--- src/hw/rtl/rpd_pkg.sv ---
// shared types and constants of the rc pwm pulse decoder
// configuration record, lane and result records, register indexes
// no dependencies
package rpd_pkg;

   localparam logic [2:0] REG_CONFIRM_COUNT    = 3'd0;
   localparam logic [2:0] REG_FILTER_SHIFT     = 3'd1;
   localparam logic [2:0] REG_WIDTH_MIN        = 3'd2;
   localparam logic [2:0] REG_WIDTH_MAX        = 3'd3;
   localparam logic [2:0] REG_WIDTH_CENTER     = 3'd4;
   localparam logic [2:0] REG_TIMEOUT_TICKS    = 3'd5;
   localparam logic [2:0] REG_SPEED_FULL_SCALE = 3'd6;
   localparam logic [2:0] REG_SPEED_DEADBAND   = 3'd7;

   localparam logic [3:0]  CONFIRM_COUNT_RST    = 4'd3;
   localparam logic [3:0]  FILTER_SHIFT_RST     = 4'd3;
   localparam logic [7:0]  WIDTH_MIN_RST        = 8'd32;
   localparam logic [7:0]  WIDTH_MAX_RST        = 8'd64;
   localparam logic [7:0]  WIDTH_CENTER_RST     = 8'd48;
   localparam logic [15:0] TIMEOUT_TICKS_RST    = 16'd16000;
   localparam logic [12:0] SPEED_FULL_SCALE_RST = 13'd250;
   localparam logic [12:0] SPEED_DEADBAND_RST   = 13'd40;

   localparam logic [3:0] SHIFT_MAX     = 4'd8;
   localparam logic [7:0] STEER_FULL    = 8'd180;
   localparam logic [7:0] STEER_NEUTRAL = 8'd90;
   localparam int         RQ_DEPTH      = 3;

   typedef struct packed {
      logic [3:0]  confirm_count;
      logic [3:0]  filter_shift;
      logic [7:0]  width_min;
      logic [7:0]  width_max;
      logic [7:0]  width_center;
      logic [15:0] timeout_ticks;
      logic [12:0] speed_full_scale;
      logic [12:0] speed_deadband;
   } cfg_type;

   typedef struct packed {
      logic       upd;
      logic [5:0] x;
      logic       tmo;
   } lane_res_type;

   typedef struct packed {
      lane_res_type spd;
      lane_res_type str;
      logic         lost;
   } mid_type;

   typedef struct packed {
      logic signed [13:0] speed_mm_s;
      logic [7:0]         steer_deg;
      logic               drive_led;
      logic               keepalive;
      logic               signal_lost;
      logic               speed_update;
      logic               steer_update;
   } rsp_item_type;

endpackage

--- src/hw/rtl/rpd_lane.sv ---
// one pin lane: confirmation counter, held level, width counter, leaky filter
// reports accepted falling edge, filtered position and timeout
// depends on rpd_pkg
module rpd_lane
   import rpd_pkg::*;
(
   input  logic         clock,
   input  logic         reset,
   input  logic         accept,
   input  logic         pin,
   input  logic         lost,
   input  cfg_type      cfg,
   output lane_res_type res
);

   logic signed [4:0]  confirm_ff, confirm_in;
   logic               level_ff, level_in;
   logic [15:0]        width_ff, width_in;
   logic signed [13:0] filter_ff, filter_in;

   logic signed [4:0]  lim;
   logic signed [5:0]  sum;
   logic signed [5:0]  lim6;
   logic               win, fall, rise, level_mid;
   logic [15:0]        width_mid;
   logic [16:0]        width_inc;
   logic signed [17:0] diff;
   logic signed [5:0]  d;
   logic [3:0]         sh;
   logic signed [13:0] fsh, fnew, fout;
   logic signed [14:0] n;

   always_comb begin
      lim  = $signed({1'b0, cfg.confirm_count});
      lim6 = $signed({2'b00, cfg.confirm_count});
      sum  = $signed({confirm_ff[4], confirm_ff}) + (pin ? 6'sd1 : -6'sd1);
      if (sum > lim6) begin
         confirm_in = lim;
      end else if (sum < -lim6) begin
         confirm_in = -lim;
      end else begin
         confirm_in = sum[4:0];
      end

      win  = (width_ff <= {8'd0, cfg.width_max}) && (width_ff >= {8'd0, cfg.width_min});
      fall = (confirm_in == -lim) && level_ff && win;

      diff = $signed({2'b00, width_ff}) - $signed({10'd0, cfg.width_center});
      if (diff > 18'sd16) begin
         d = 6'sd16;
      end else if (diff < -18'sd16) begin
         d = -6'sd16;
      end else begin
         d = diff[5:0];
      end

      sh  = (cfg.filter_shift > SHIFT_MAX) ? SHIFT_MAX : cfg.filter_shift;
      fsh = filter_ff >>> sh;
      n   = $signed({filter_ff[13], filter_ff}) - $signed({fsh[13], fsh})
            + $signed({{9{d[5]}}, d});
      if (n > 15'sd8191) begin
         fnew = 14'sd8191;
      end else if (n < -15'sd8192) begin
         fnew = -14'sd8192;
      end else begin
         fnew = n[13:0];
      end
      fout = fnew >>> sh;
      if (fout > 14'sd16) begin
         res.x = 6'd32;
      end else if (fout < -14'sd16) begin
         res.x = 6'd0;
      end else begin
         res.x = fout[5:0] + 6'd16;
      end

      level_mid = fall ? 1'b0 : level_ff;
      rise      = (confirm_in == lim) && !level_mid;
      level_in  = rise ? 1'b1 : level_mid;
      width_mid = (fall || rise) ? 16'd0 : width_ff;
      width_inc = {1'b0, width_mid} + 17'd1;
      res.tmo   = width_inc > {1'b0, cfg.timeout_ticks};
      res.upd   = fall;
      width_in  = lost ? 16'd0 : width_inc[15:0];
      filter_in = fall ? fnew : filter_ff;
   end

   always_ff @(posedge clock) begin
      if (reset) begin
         confirm_ff <= -$signed({1'b0, CONFIRM_COUNT_RST});
         level_ff   <= 1'b0;
         width_ff   <= 16'd0;
         filter_ff  <= 14'sd0;
      end else if (accept) begin
         confirm_ff <= confirm_in;
         level_ff   <= level_in;
         width_ff   <= width_in;
         filter_ff  <= filter_in;
      end
   end

endmodule

--- src/hw/rtl/rpd_merge.sv ---
// merge stage: maps lane positions to speed and steer, deadband, timeout
// holds the commanded outputs and the led level
// depends on rpd_pkg
module rpd_merge
   import rpd_pkg::*;
(
   input  logic         clock,
   input  logic         reset,
   input  logic         mid_valid,
   input  mid_type      mid,
   input  cfg_type      cfg,
   output rsp_item_type item
);

   logic signed [13:0] speed_ff, speed_in;
   logic [7:0]         steer_ff, steer_in;
   logic               led_ff, led_in;

   logic [19:0]        prod;
   logic signed [14:0] v, db;
   logic [13:0]        sprod;
   logic               inband, keep;

   always_comb begin
      prod   = {14'd0, mid.spd.x} * {6'd0, cfg.speed_full_scale, 1'b0};
      v      = $signed({1'b0, prod[18:5]}) - $signed({2'b00, cfg.speed_full_scale});
      db     = $signed({2'b00, cfg.speed_deadband});
      inband = (v > -db) && (v < db);
      sprod  = {8'd0, mid.str.x} * {6'd0, STEER_FULL};

      speed_in = speed_ff;
      led_in   = led_ff;
      keep     = 1'b0;
      steer_in = steer_ff;
      if (mid.spd.upd) begin
         if (inband) begin
            speed_in = 14'sd0;
            led_in   = 1'b0;
         end else begin
            speed_in = v[13:0];
            led_in   = 1'b1;
            keep     = 1'b1;
         end
      end
      if (mid.str.upd) begin
         steer_in = STEER_FULL - sprod[12:5];
      end
      if (mid.lost) begin
         speed_in = 14'sd0;
         steer_in = STEER_NEUTRAL;
         led_in   = 1'b0;
      end

      item.speed_mm_s   = speed_in;
      item.steer_deg    = steer_in;
      item.drive_led    = led_in;
      item.keepalive    = keep;
      item.signal_lost  = mid.lost;
      item.speed_update = mid.spd.upd;
      item.steer_update = mid.str.upd;
   end

   always_ff @(posedge clock) begin
      if (reset) begin
         speed_ff <= 14'sd0;
         steer_ff <= STEER_NEUTRAL;
         led_ff   <= 1'b0;
      end else if (mid_valid) begin
         speed_ff <= speed_in;
         steer_ff <= steer_in;
         led_ff   <= led_in;
      end
   end

endmodule

--- src/hw/rtl/rpd_rsp_queue.sv ---
// small result queue between the merge stage and the result channel
// depth RQ_DEPTH, count drives the input credit check
// depends on rpd_pkg
module rpd_rsp_queue
   import rpd_pkg::*;
(
   input  logic         clock,
   input  logic         reset,
   input  logic         push,
   input  rsp_item_type push_item,
   input  logic         pop,
   output logic         not_empty,
   output rsp_item_type head,
   output logic [1:0]   count
);

   rsp_item_type entry_ff [RQ_DEPTH];
   logic [1:0] wr_ptr_ff, wr_ptr_in;
   logic [1:0] rd_ptr_ff, rd_ptr_in;
   logic [1:0] count_ff, count_in;

   always_comb begin
      wr_ptr_in = wr_ptr_ff;
      rd_ptr_in = rd_ptr_ff;
      if (push) begin
         wr_ptr_in = (wr_ptr_ff == 2'(RQ_DEPTH - 1)) ? 2'd0 : wr_ptr_ff + 2'd1;
      end
      if (pop) begin
         rd_ptr_in = (rd_ptr_ff == 2'(RQ_DEPTH - 1)) ? 2'd0 : rd_ptr_ff + 2'd1;
      end
      count_in = count_ff + {1'b0, push} - {1'b0, pop};
   end

   always_ff @(posedge clock) begin
      if (reset) begin
         wr_ptr_ff <= 2'd0;
         rd_ptr_ff <= 2'd0;
         count_ff  <= 2'd0;
      end else begin
         wr_ptr_ff <= wr_ptr_in;
         rd_ptr_ff <= rd_ptr_in;
         count_ff  <= count_in;
      end
   end

   always_ff @(posedge clock) begin
      if (push) begin
         entry_ff[wr_ptr_ff] <= push_item;
      end
   end

   assign not_empty = (count_ff != 2'd0);
   assign head      = entry_ff[rd_ptr_ff];
   assign count     = count_ff;

endmodule

--- src/hw/rtl/rc_pwm_pulse_decoder_unit.sv ---
// top level of the two-channel rc pwm pulse decoder
// instantiates two rpd_lane, rpd_merge and rpd_rsp_queue; depends on rpd_pkg
//
// Each transfer on req carries one sample tick of the speed and steer pins and
// yields exactly one transfer on rsp with the outputs as they stand after that
// tick. One sample is taken every cycle while req_stall is low; each result
// passes the mid stage register and then the result queue. The per-pin state
// (confirmation counter, level, width, filter) is updated in the lane stage in
// the accepting cycle; mapping and deadband follow in a second stage, and a
// three-entry result queue absorbs rsp stalls, with req_stall raised only when
// the queue and stage could not hold another result. Configuration registers
// are to be written by the user through the csr port while idle; the block does not enforce it.
module rc_pwm_pulse_decoder_unit
   import rpd_pkg::*;
(
   input  logic               clock,
   input  logic               reset,
   input  logic               req_valid,
   output logic               req_stall,
   input  logic               req_speed_pin,
   input  logic               req_steer_pin,
   output logic               rsp_valid,
   input  logic               rsp_stall,
   output logic signed [13:0] rsp_speed_mm_s,
   output logic [7:0]         rsp_steer_deg,
   output logic               rsp_drive_led,
   output logic               rsp_keepalive,
   output logic               rsp_signal_lost,
   output logic               rsp_speed_update,
   output logic               rsp_steer_update,
   input  logic               csr_psel,
   input  logic               csr_penable,
   input  logic               csr_pwrite,
   input  logic [4:0]         csr_paddr,
   input  logic [31:0]        csr_pwdata,
   output logic [31:0]        csr_prdata,
   output logic               csr_pready
);

   cfg_type      cfg_ff;
   logic         accept;
   logic         lost;
   lane_res_type spd_res, str_res;
   logic         mid_valid_ff;
   mid_type      mid_ff;
   rsp_item_type merged, head;
   logic         pop;
   logic [1:0]   q_count;
   logic [2:0]   index;
   logic         cfg_write;

   assign csr_pready = 1'b1;
   assign index      = csr_paddr[4:2];
   assign cfg_write  = csr_psel && csr_penable && csr_pwrite && csr_pready;

   always_ff @(posedge clock) begin
      if (reset) begin
         cfg_ff.confirm_count    <= CONFIRM_COUNT_RST;
         cfg_ff.filter_shift     <= FILTER_SHIFT_RST;
         cfg_ff.width_min        <= WIDTH_MIN_RST;
         cfg_ff.width_max        <= WIDTH_MAX_RST;
         cfg_ff.width_center     <= WIDTH_CENTER_RST;
         cfg_ff.timeout_ticks    <= TIMEOUT_TICKS_RST;
         cfg_ff.speed_full_scale <= SPEED_FULL_SCALE_RST;
         cfg_ff.speed_deadband   <= SPEED_DEADBAND_RST;
      end else if (cfg_write) begin
         unique case (index)
            REG_CONFIRM_COUNT:    cfg_ff.confirm_count    <= csr_pwdata[3:0];
            REG_FILTER_SHIFT:     cfg_ff.filter_shift     <= csr_pwdata[3:0];
            REG_WIDTH_MIN:        cfg_ff.width_min        <= csr_pwdata[7:0];
            REG_WIDTH_MAX:        cfg_ff.width_max        <= csr_pwdata[7:0];
            REG_WIDTH_CENTER:     cfg_ff.width_center     <= csr_pwdata[7:0];
            REG_TIMEOUT_TICKS:    cfg_ff.timeout_ticks    <= csr_pwdata[15:0];
            REG_SPEED_FULL_SCALE: cfg_ff.speed_full_scale <= csr_pwdata[12:0];
            REG_SPEED_DEADBAND:   cfg_ff.speed_deadband   <= csr_pwdata[12:0];
         endcase
      end
   end

   always_comb begin
      unique case (index)
         REG_CONFIRM_COUNT:    csr_prdata = {28'd0, cfg_ff.confirm_count};
         REG_FILTER_SHIFT:     csr_prdata = {28'd0, cfg_ff.filter_shift};
         REG_WIDTH_MIN:        csr_prdata = {24'd0, cfg_ff.width_min};
         REG_WIDTH_MAX:        csr_prdata = {24'd0, cfg_ff.width_max};
         REG_WIDTH_CENTER:     csr_prdata = {24'd0, cfg_ff.width_center};
         REG_TIMEOUT_TICKS:    csr_prdata = {16'd0, cfg_ff.timeout_ticks};
         REG_SPEED_FULL_SCALE: csr_prdata = {19'd0, cfg_ff.speed_full_scale};
         REG_SPEED_DEADBAND:   csr_prdata = {19'd0, cfg_ff.speed_deadband};
      endcase
   end

   // credit check: queued results plus the one in the merge stage
   assign req_stall = ({1'b0, q_count} + {2'd0, mid_valid_ff}) >= 3'(RQ_DEPTH);
   assign accept    = req_valid && !req_stall;
   assign lost      = spd_res.tmo || str_res.tmo;

   rpd_lane u_speed_lane (
      .clock  (clock),
      .reset  (reset),
      .accept (accept),
      .pin    (req_speed_pin),
      .lost   (lost),
      .cfg    (cfg_ff),
      .res    (spd_res)
   );

   rpd_lane u_steer_lane (
      .clock  (clock),
      .reset  (reset),
      .accept (accept),
      .pin    (req_steer_pin),
      .lost   (lost),
      .cfg    (cfg_ff),
      .res    (str_res)
   );

   always_ff @(posedge clock) begin
      if (reset) begin
         mid_valid_ff <= 1'b0;
      end else begin
         mid_valid_ff <= accept;
      end
   end

   always_ff @(posedge clock) begin
      if (accept) begin
         mid_ff.spd  <= spd_res;
         mid_ff.str  <= str_res;
         mid_ff.lost <= lost;
      end
   end

   rpd_merge u_merge (
      .clock     (clock),
      .reset     (reset),
      .mid_valid (mid_valid_ff),
      .mid       (mid_ff),
      .cfg       (cfg_ff),
      .item      (merged)
   );

   assign pop = rsp_valid && !rsp_stall;

   rpd_rsp_queue u_rsp_queue (
      .clock     (clock),
      .reset     (reset),
      .push      (mid_valid_ff),
      .push_item (merged),
      .pop       (pop),
      .not_empty (rsp_valid),
      .head      (head),
      .count     (q_count)
   );

   assign rsp_speed_mm_s   = head.speed_mm_s;
   assign rsp_steer_deg    = head.steer_deg;
   assign rsp_drive_led    = head.drive_led;
   assign rsp_keepalive    = head.keepalive;
   assign rsp_signal_lost  = head.signal_lost;
   assign rsp_speed_update = head.speed_update;
   assign rsp_steer_update = head.steer_update;

endmodule

--- config.mk ---
export PLATFORM = sky130hd
export DESIGN_NAME = rc_pwm_pulse_decoder_unit
export DESIGN_NICKNAME = d
export VERILOG_FILES = /design/src/hw/rtl/rpd_pkg.sv /design/src/hw/rtl/rpd_lane.sv /design/src/hw/rtl/rpd_merge.sv /design/src/hw/rtl/rpd_rsp_queue.sv /design/src/hw/rtl/rc_pwm_pulse_decoder_unit.sv
export SDC_FILE = /design/constraint.sdc
export NUM_CORES = 1
export LEC_CHECK = 0
export BUFFER_PORTS_ARGS = -buffer_cell sky130_fd_sc_hd__buf_2
export CAP_MARGIN = 20
export CORE_AREA = 2 2 340 258
export DETAILED_ROUTE_END_ITERATION = 8
export DIE_AREA = 0 0 342 260
export MAX_ROUTING_LAYER = met4
export PLACE_DENSITY = 0.49
export SYNTH_ARGS = -nofsm -noshare
export SYNTH_HDL_FRONTEND = slang
export SYNTH_SLANG_ARGS = --single-unit
--- constraint.sdc ---
create_clock -name clock -period 8.6 [get_ports clock]
set_input_delay 0.86 -clock clock [delete_from_list [all_inputs] [get_ports clock]]
set_output_delay 0.86 -clock clock [all_outputs]
set_load 0.02 [all_outputs]
## Yosys cells after proc, flatten, opt, wreduce, memory -nomap -nowiden

Memories as Yosys holds them, arrays and structs flattened. A register that Yosys moved wholly into a read port is not among the register bits.
Index checks and enable logic that the tools add are counted.
W data, S select, Z words.

| cells by class | value |
|---|---|
| reductions and logical operators | 34 |
| magnitude comparators | 26 |
| $mul | 2 |
| shift-type cells | 4 |
| add/sub/neg operators | 22 |
| equality and inequality tests | 13 |
| muxes and demuxes | 41 |

Operators by type and width:

| operator | number |
|---|---|
| $pmux W32 S8 | 1 |
| $mux W14 | 7 |
| $mux W16 | 4 |
| $sshr A14 B4 Y14 | 4 |
| $mux W6 | 8 |
| $gt A18 B6 Y1 const B | 2 |
| $lt A18 B5 Y1 const B | 2 |
| $add A16 B1 Y17 const B | 2 |
| $gt A17 B16 Y1 | 2 |
| $sub A16 B8 Y17 | 2 |
| $ge A16 B8 Y1 | 2 |
| $le A16 B8 Y1 | 2 |
| $add A15 B6 Y15 | 2 |
| $gt A15 B14 Y1 const B | 2 |
| $lt A15 B14 Y1 const B | 2 |
| $sub A14 B14 Y15 | 2 |
| $gt A14 B6 Y1 const B | 2 |
| $lt A14 B5 Y1 const B | 2 |
| $eq A5 B5 Y1 | 4 |
| $mux W5 | 4 |
| $reduce_and A2 Y1 | 10 |
| $mul A6 B13 Y18 | 1 |
| $mux W8 | 2 |
| $gt A15 B15 Y1 | 1 |
| other kinds (30) | 70 |

| word-level totals | value |
|---|---|
| input bits | 46 |
| RAM bits | 81 |
| register bits after elaboration | 191 |
| logic and storage cells | 173 |
| memories | 1 |

Memory list:

| memory | depth | width | rd ports | clocked after memory_dff | write ports | line | text |
|---|---|---|---|---|---|---|---|
| u_rsp_queue.entry_ff | 3 | 27 | 1 | 1 | 1 | rpd_rsp_queue.sv:17 | `rsp_item_type entry_ff [RQ_DEPTH];` |

## Logic depth before layout (Yosys ltp)

| logic depth | value |
|---|---|
| word-level depth | 17 |
| depth in mapped cells | 38 |

## Modules after synthesis

From an unflattened synthesis, not the netlist that was laid out.

| unflattened totals | value |
|---|---|
| cell total of the unflattened synthesis | 3149 |
| area total of the unflattened synthesis | 26462.9 um^2 |

Modules (own cells, without submodules):

| module | area each (um^2) | cells an instance | seq. area each (um^2) | times used |
|---|---|---|---|---|
| rpd_lane at u_speed_lane | 6912.9 | 921 | 720.7 | 1 |
| rpd_lane at u_steer_lane | 6521.3 | 887 | 720.7 | 1 |
| rpd_merge | 5525.3 | 673 | 460.4 | 1 |
| rc_pwm_pulse_decoder_unit | 4156.5 | 466 | 2011.9 | 1 |
| rpd_rsp_queue | 3347.0 | 202 | 2592.5 | 1 |

## Least setup slack after synthesis

No wires, ideal clock.

| path | value |
|---|---|
| path type | flip-flop to flip-flop |
| start | register mid_ff[12] (netlist name) |
| end | memory u_rsp_queue.entry_ff[0][15] (netlist name) (data pin) |
| data required time | 8.326 ns |
| setup time | 0.274 ns |
| setup slack | 1.220 ns |
| data arrival time | 7.106 ns |
| cell stages (with the launch flop) | 38 |
| path buffers | 2 |
| cell sequence | edfxtp_1 clkbuf_1 nand2_1 fa_1 inv_1 ha_1 inv_1 fa_1 inv_1 ha_1 a41oi_1 nor2b_1 o21a_1 o21ai_0 a21bo_2 a21oi_1 o21a_1 nor2_1 (+2 left out) a21o_1 or3_1 o2111ai_1 nand2_1 nand4_1 and4_1 inv_1 ha_1 nand4_1 nor2_1 nand3_1 o21bai_1 and4b_1 nor3_1 nand2_1 o21bai_1 clkbuf_1 nor2_1 |

RTL lines:

| element | line | text |
|---|---|---|
| from (decl) | rc_pwm_pulse_decoder_unit.sv:45 | `mid_type mid_ff;` |
| to (decl) | rpd_rsp_queue.sv:17 |  |

## Worst setup path in the final report

| path | value |
|---|---|
| start | register u_steer_lane.width_ff[0] |
| end | register mid_ff[5] (netlist name) (data pin) |

| on the way | value |
|---|---|
| word-level cells in the longest chain between the ends | 11 |
| elaborated cells between the ends (all ways) | 15 |
| those cells by class | add/sub: 3; order compare: 6; shift: 1; mux: 4; reduce/logical: 1 |

Ends and longest elaborated chain:

| element | line | text |
|---|---|---|
| from (decl) | rpd_lane.sv:18 | `logic [15:0] width_ff, width_in;` |
| from (signal assigned) | rpd_lane.sv:97 | `width_ff <= width_in;` |
| $sub A16 B8 Y17 (*) | rpd_lane.sv:48 | `diff = $signed({2'b00, width_ff}) - $signed({10'd0, cfg.width_center});` |
| $lt A18 B5 Y1 | rpd_lane.sv:51 | `end else if (diff < -18'sd16) begin` |
| $mux W6 | rpd_lane.sv:51 |  |
| $mux W6 (*) | rpd_lane.sv:49 | `if (diff > 18'sd16) begin` |
| $add A15 B6 Y15 (*) | rpd_lane.sv:60 | `+ $signed({{9{d[5]}}, d});` |
| $lt A15 B14 Y1 | rpd_lane.sv:63 | `end else if (n < -15'sd8192) begin` |
| $mux W14 | rpd_lane.sv:63 |  |
| $mux W14 (*) | rpd_lane.sv:61 | `if (n > 15'sd8191) begin` |
| $sshr A14 B4 Y14 (*) | rpd_lane.sv:68 | `fout = fnew >>> sh;` |
| $lt A14 B5 Y1 or $gt A14 B6 Y1 (tied branches) | rpd_lane.sv:71, rpd_lane.sv:69 |  |
| $reduce_or A2 Y1 (no source line) | n/a |  |

Every way passes the cells marked *; elsewhere a longest branch is shown, timed or not.
A chain may end at the register's enable or synchronous reset.

==> summary.md <==
| Metric | Value |
|---|---|
| First-pass GRT wire length | `121000 um` |
| H-tree Lvls | `1` |
| Largest area contributor in the netlist | `dfxtp_1` |
| Fillers | `9105` |
| Antenna violations before repair | `9` |
| Seq pwr share | `18.7%` |
| Die Ht | `260 um` |
| CP arrival | `8.44 ns` |
| DRT iter0 DRCs | `1798` |
| Worst clock skew | `0.0581 ns` |
| Initial Util | `29.8%` |
| Met2 wire len | `30300 um` |
| Worst-path clk slew | `0.07 ns` |
| Register area share after synthesis | `25.4%` |
| RSZ-0062 raised after global routing | `false` |
| Sequential cell area | `6450 um2` |
| Sw Share | `46.3%` |
| Setup Buffers After CTS | `0` |
| Gpl congestion | `0.877` |
| Hold Path Stages | `2` |
| Clock buffer depth | `3` |
| Final net count | `3494` |
| Async set-or-reset flop fraction in the synthesized netlist | `0%` |
| Fin. Hold Viols | `0` |
| Layout cells sized above 1 | `8.18%` |
| Gr ovfl total | `0` |
| Mapped cell area | `25400 um2` |
| DR DRC count | `0` |
| Rel. slew slack | `21.6%` |
| Number of port buffers | `72` |
| Top cell type's share of synthesized area | `14.0%` |
| WL/cell | `18.2 um` |
| CTS tree | `yes` |
| Slack of the worst reg-to-reg path | `0.59 ns` |
| Worst r2r dst | `mid_ff[5]` |
| Max layer used | `met4` |
| Post-synth EDFFs | `96` |
| Root buf cell | `clkbuf_16` |
| # rows | `93` |
| Max FO, Critical Path | `6` |
| Area taken by multi-input logic gates | `17100 um2` |
| Finished Cell Area | `28100 um2` |
| Synth Instances | `3117` |
| Leakage | `12.0 nW` |
| Skew-Pair Late Insertion Delay | `0.62 ns` |
| Yosys cell types | `100` |
| HP Start | `csr_pwdata[13]` |
| Hold Path End | `cfg_ff[39]` |
| Setup crit end kind | `flip-flop` |
| Comb power frac | `66.0%` |
| Fin crit share | `93.1%` |
| Most frequent cells in the layout | `334 x nor2_1, 319 x nand2_1, 303 x inv_1` |
| Crit-path slowest cell | `or4_4` |
| CTS buffer count | `30` |
| Flops & latches, synth | `274` |
| Metal-1 WL | `42200 um` |
| Crit path time final | `8.01 ns` |
| Largest net degree at the start of global routing | `78` |
| Hpwl dp | `60800 um` |
| Vias | `22100` |
| Worst slew pin tran | `1.17 ns` |
| Status | `complete, no violations` |
| Total Die Area | `88900 um2` |
| First-pass iteration count of the detailed router | `5` |
| Critical path launch point type | `flip-flop` |
| Pwr/cell area | `327 nW/um2` |
| Number of global-route vias before repair | `20400` |
| Total internal power | `4.93 mW` |
| Worst endpoint required time | `9.03 ns` |
| Setup Total Neg Slack | `0 ns` |
| Area added between synthesis and finish | `10.7%` |
| Synth area leaders | `dfxtp_1 14%, ha_1 12%, edfxtp_1 11%` |
| Tot GR Track Use | `17.6%` |
| Hold-fix buffers, CTS | `0` |
| Synth warn | `0` |
| Core Area | `85400 um2` |
| DR vias/cell | `5.13` |
| WL met3 | `4540 um` |
| Most frequent CP cell | `ha_1` |
| Maximum clock rate | `125 MHz` |
| I/O pin total | `108` |
| Die W | `342 um` |
| Clock sinks | `274` |
| Synth Flop Type | `dfxtp_1` |
| Most common library cell in the layout ignoring fill and taps | `nor2_1` |
| Max Cap Viol | `0` |
| Hold Path Class | `input port to flip-flop` |
| Reg-to-reg startpoint | `u_steer_lane.width_ff[0]` |
| Post-placement cell area | `27000 um2` |
| Crit path kind | `flip-flop to flip-flop` |
| Final Slew Violations | `0` |
| CTS resizes | `0` |
| Syn Area/Cell | `8.15 um2` |
| Detailed Route WL | `78000 um` |
| Worst vdd ir | `0.413 mV` |
| Final-report setup violation count | `0` |
| ANT nets after route | `0` |
| Reg2Reg Depth | `33` |
| Switch Pwr | `4.26 mW` |
| Critical Path Max Stage Delay | `0.52 ns` |
| Clk pwr share | `15.3%` |
-- metrics by stage --
step	util, %	setup WS (ns)	std cells	total power [mW]	hold WS [ns]
floorplan	-	1.22	3132	6.39	0.427
CTS	32.9	0.513	4289	9.28	0.416
finish	32.9	0.592	4297	9.20	0.445
detailed placement	31.6	0.523	4233	7.83	0.440
global placement	31.6	0.611	4233	7.83	0.438
global route	32.9	0.0316	4296	10.1	0.437
-- power by group through the flow --
stage | Clock, mW | Sequential, mW | Combinational [mW]
2_1_floorplan | 0 | 1.69 | 4.70
3_3_place_gp | 0 | 1.76 | 6.07
3_5_place_dp | 0 | 1.75 | 6.07
4_1_cts | 1.44 | 1.73 | 6.12
5_1_grt | 1.49 | 1.74 | 6.92
6_report | 1.41 | 1.72 | 6.07
-- cell usage after synthesis, types with 73 or more instances --
cell	number
xnor2_1	73
nor2_1	337
a21oi_1	200
o21ai_0	137
mux2i_1	96
ha_1	238
edfxtp_1	96
inv_1	303
fa_1	81
clkbuf_1	120
dfxtp_1	178
nand2_1	319
-- area by class of cell --
| class | instances | area share (%) |
|---|---|---|
| antenna | 4 | 0.0356 |
| clock buffer | 38 | 2.88 |
| clock inverter | 18 | 0.881 |
| inverter | 306 | 4.08 |
| multi-input combinational | 2376 | 60.9 |
| sequential | 274 | 22.9 |
| tap | 1140 | 5.07 |
| timing repair buffer | 141 | 3.21 |
-- worst max-delay path: cells and delay by family, from the launching register on --
kind,cells,cell delay [ns]
compound gates,15,3.10
buf+inv,2,0.23
fa+ha+maj,5,1.48
simple gates,10,2.38
flops,1,0.34
mux,1,0.27
-- per-layer routing --
| metal | global-route usage [%] | vias to the layer above |
|---|---|---|
| met1 | 27.9 | 10500 |
| met3 | 2.50 | 58 |
| met5 | - | - |
| met2 | 23.6 | 536 |
| met4 | 2.08 | 0 |
| li1 | - | 11000 |
-- logic make-up after synthesis --
| logic type | after synthesis | share of synthesized area [%] |
|---|---|---|
| DFF | 274 | 25.4 |
| AOI/OAI and AO/OA | 791 | 21.1 |
| xor gates and xnor gates | 125 | 4.40 |
| and+or+nand+nor | 994 | 17.8 |
| adders and majority gates | 338 | 18.8 |
| other | 2 | 0.0296 |
| muxes | 111 | 4.89 |
| buffers and inverters | 482 | 7.59 |
-- state kept, by name, indices dropped and copies added (netlist names), named ones only --
| signal | count |
|---|---|
| u_steer_lane.width_ff | 16 |
| u_steer_lane.confirm_ff | 5 |
| u_speed_lane.level_ff | 1 |
| u_rsp_queue.wr_ptr_ff | 2 |
| mid_ff | 15 |
| u_speed_lane.width_ff | 16 |
| u_steer_lane.filter_ff | 14 |
| u_rsp_queue.rd_ptr_ff | 2 |
| u_merge.speed_ff | 14 |
| u_merge.led_ff | 1 |
| u_speed_lane.filter_ff | 14 |
| u_speed_lane.confirm_ff | 5 |
| mid_valid_ff | 1 |
| u_rsp_queue.count | 2 |
| u_rsp_queue.entry_ff | 81 |
| u_steer_lane.level_ff | 1 |
| cfg_ff | 74 |
| u_merge.steer_ff | 8 |
-- how the worst max path moves through the flow --
stage,from,to,slack [ns],cells past startpoint
floorplan,mid_ff[12],u_rsp_queue.entry_ff[0][15],1.22,37
global placement,mid_ff[12],u_merge.speed_ff[10],0.61,33
detailed placement,mid_ff[12],u_merge.speed_ff[13],0.52,33
CTS,mid_ff[12],u_merge.speed_ff[0],0.51,33
global route,mid_ff[11],u_merge.speed_ff[9],0.03,32
finish,u_steer_lane.width_ff[0],mid_ff[5],0.59,33
Power figures use the tool's default switching activity.
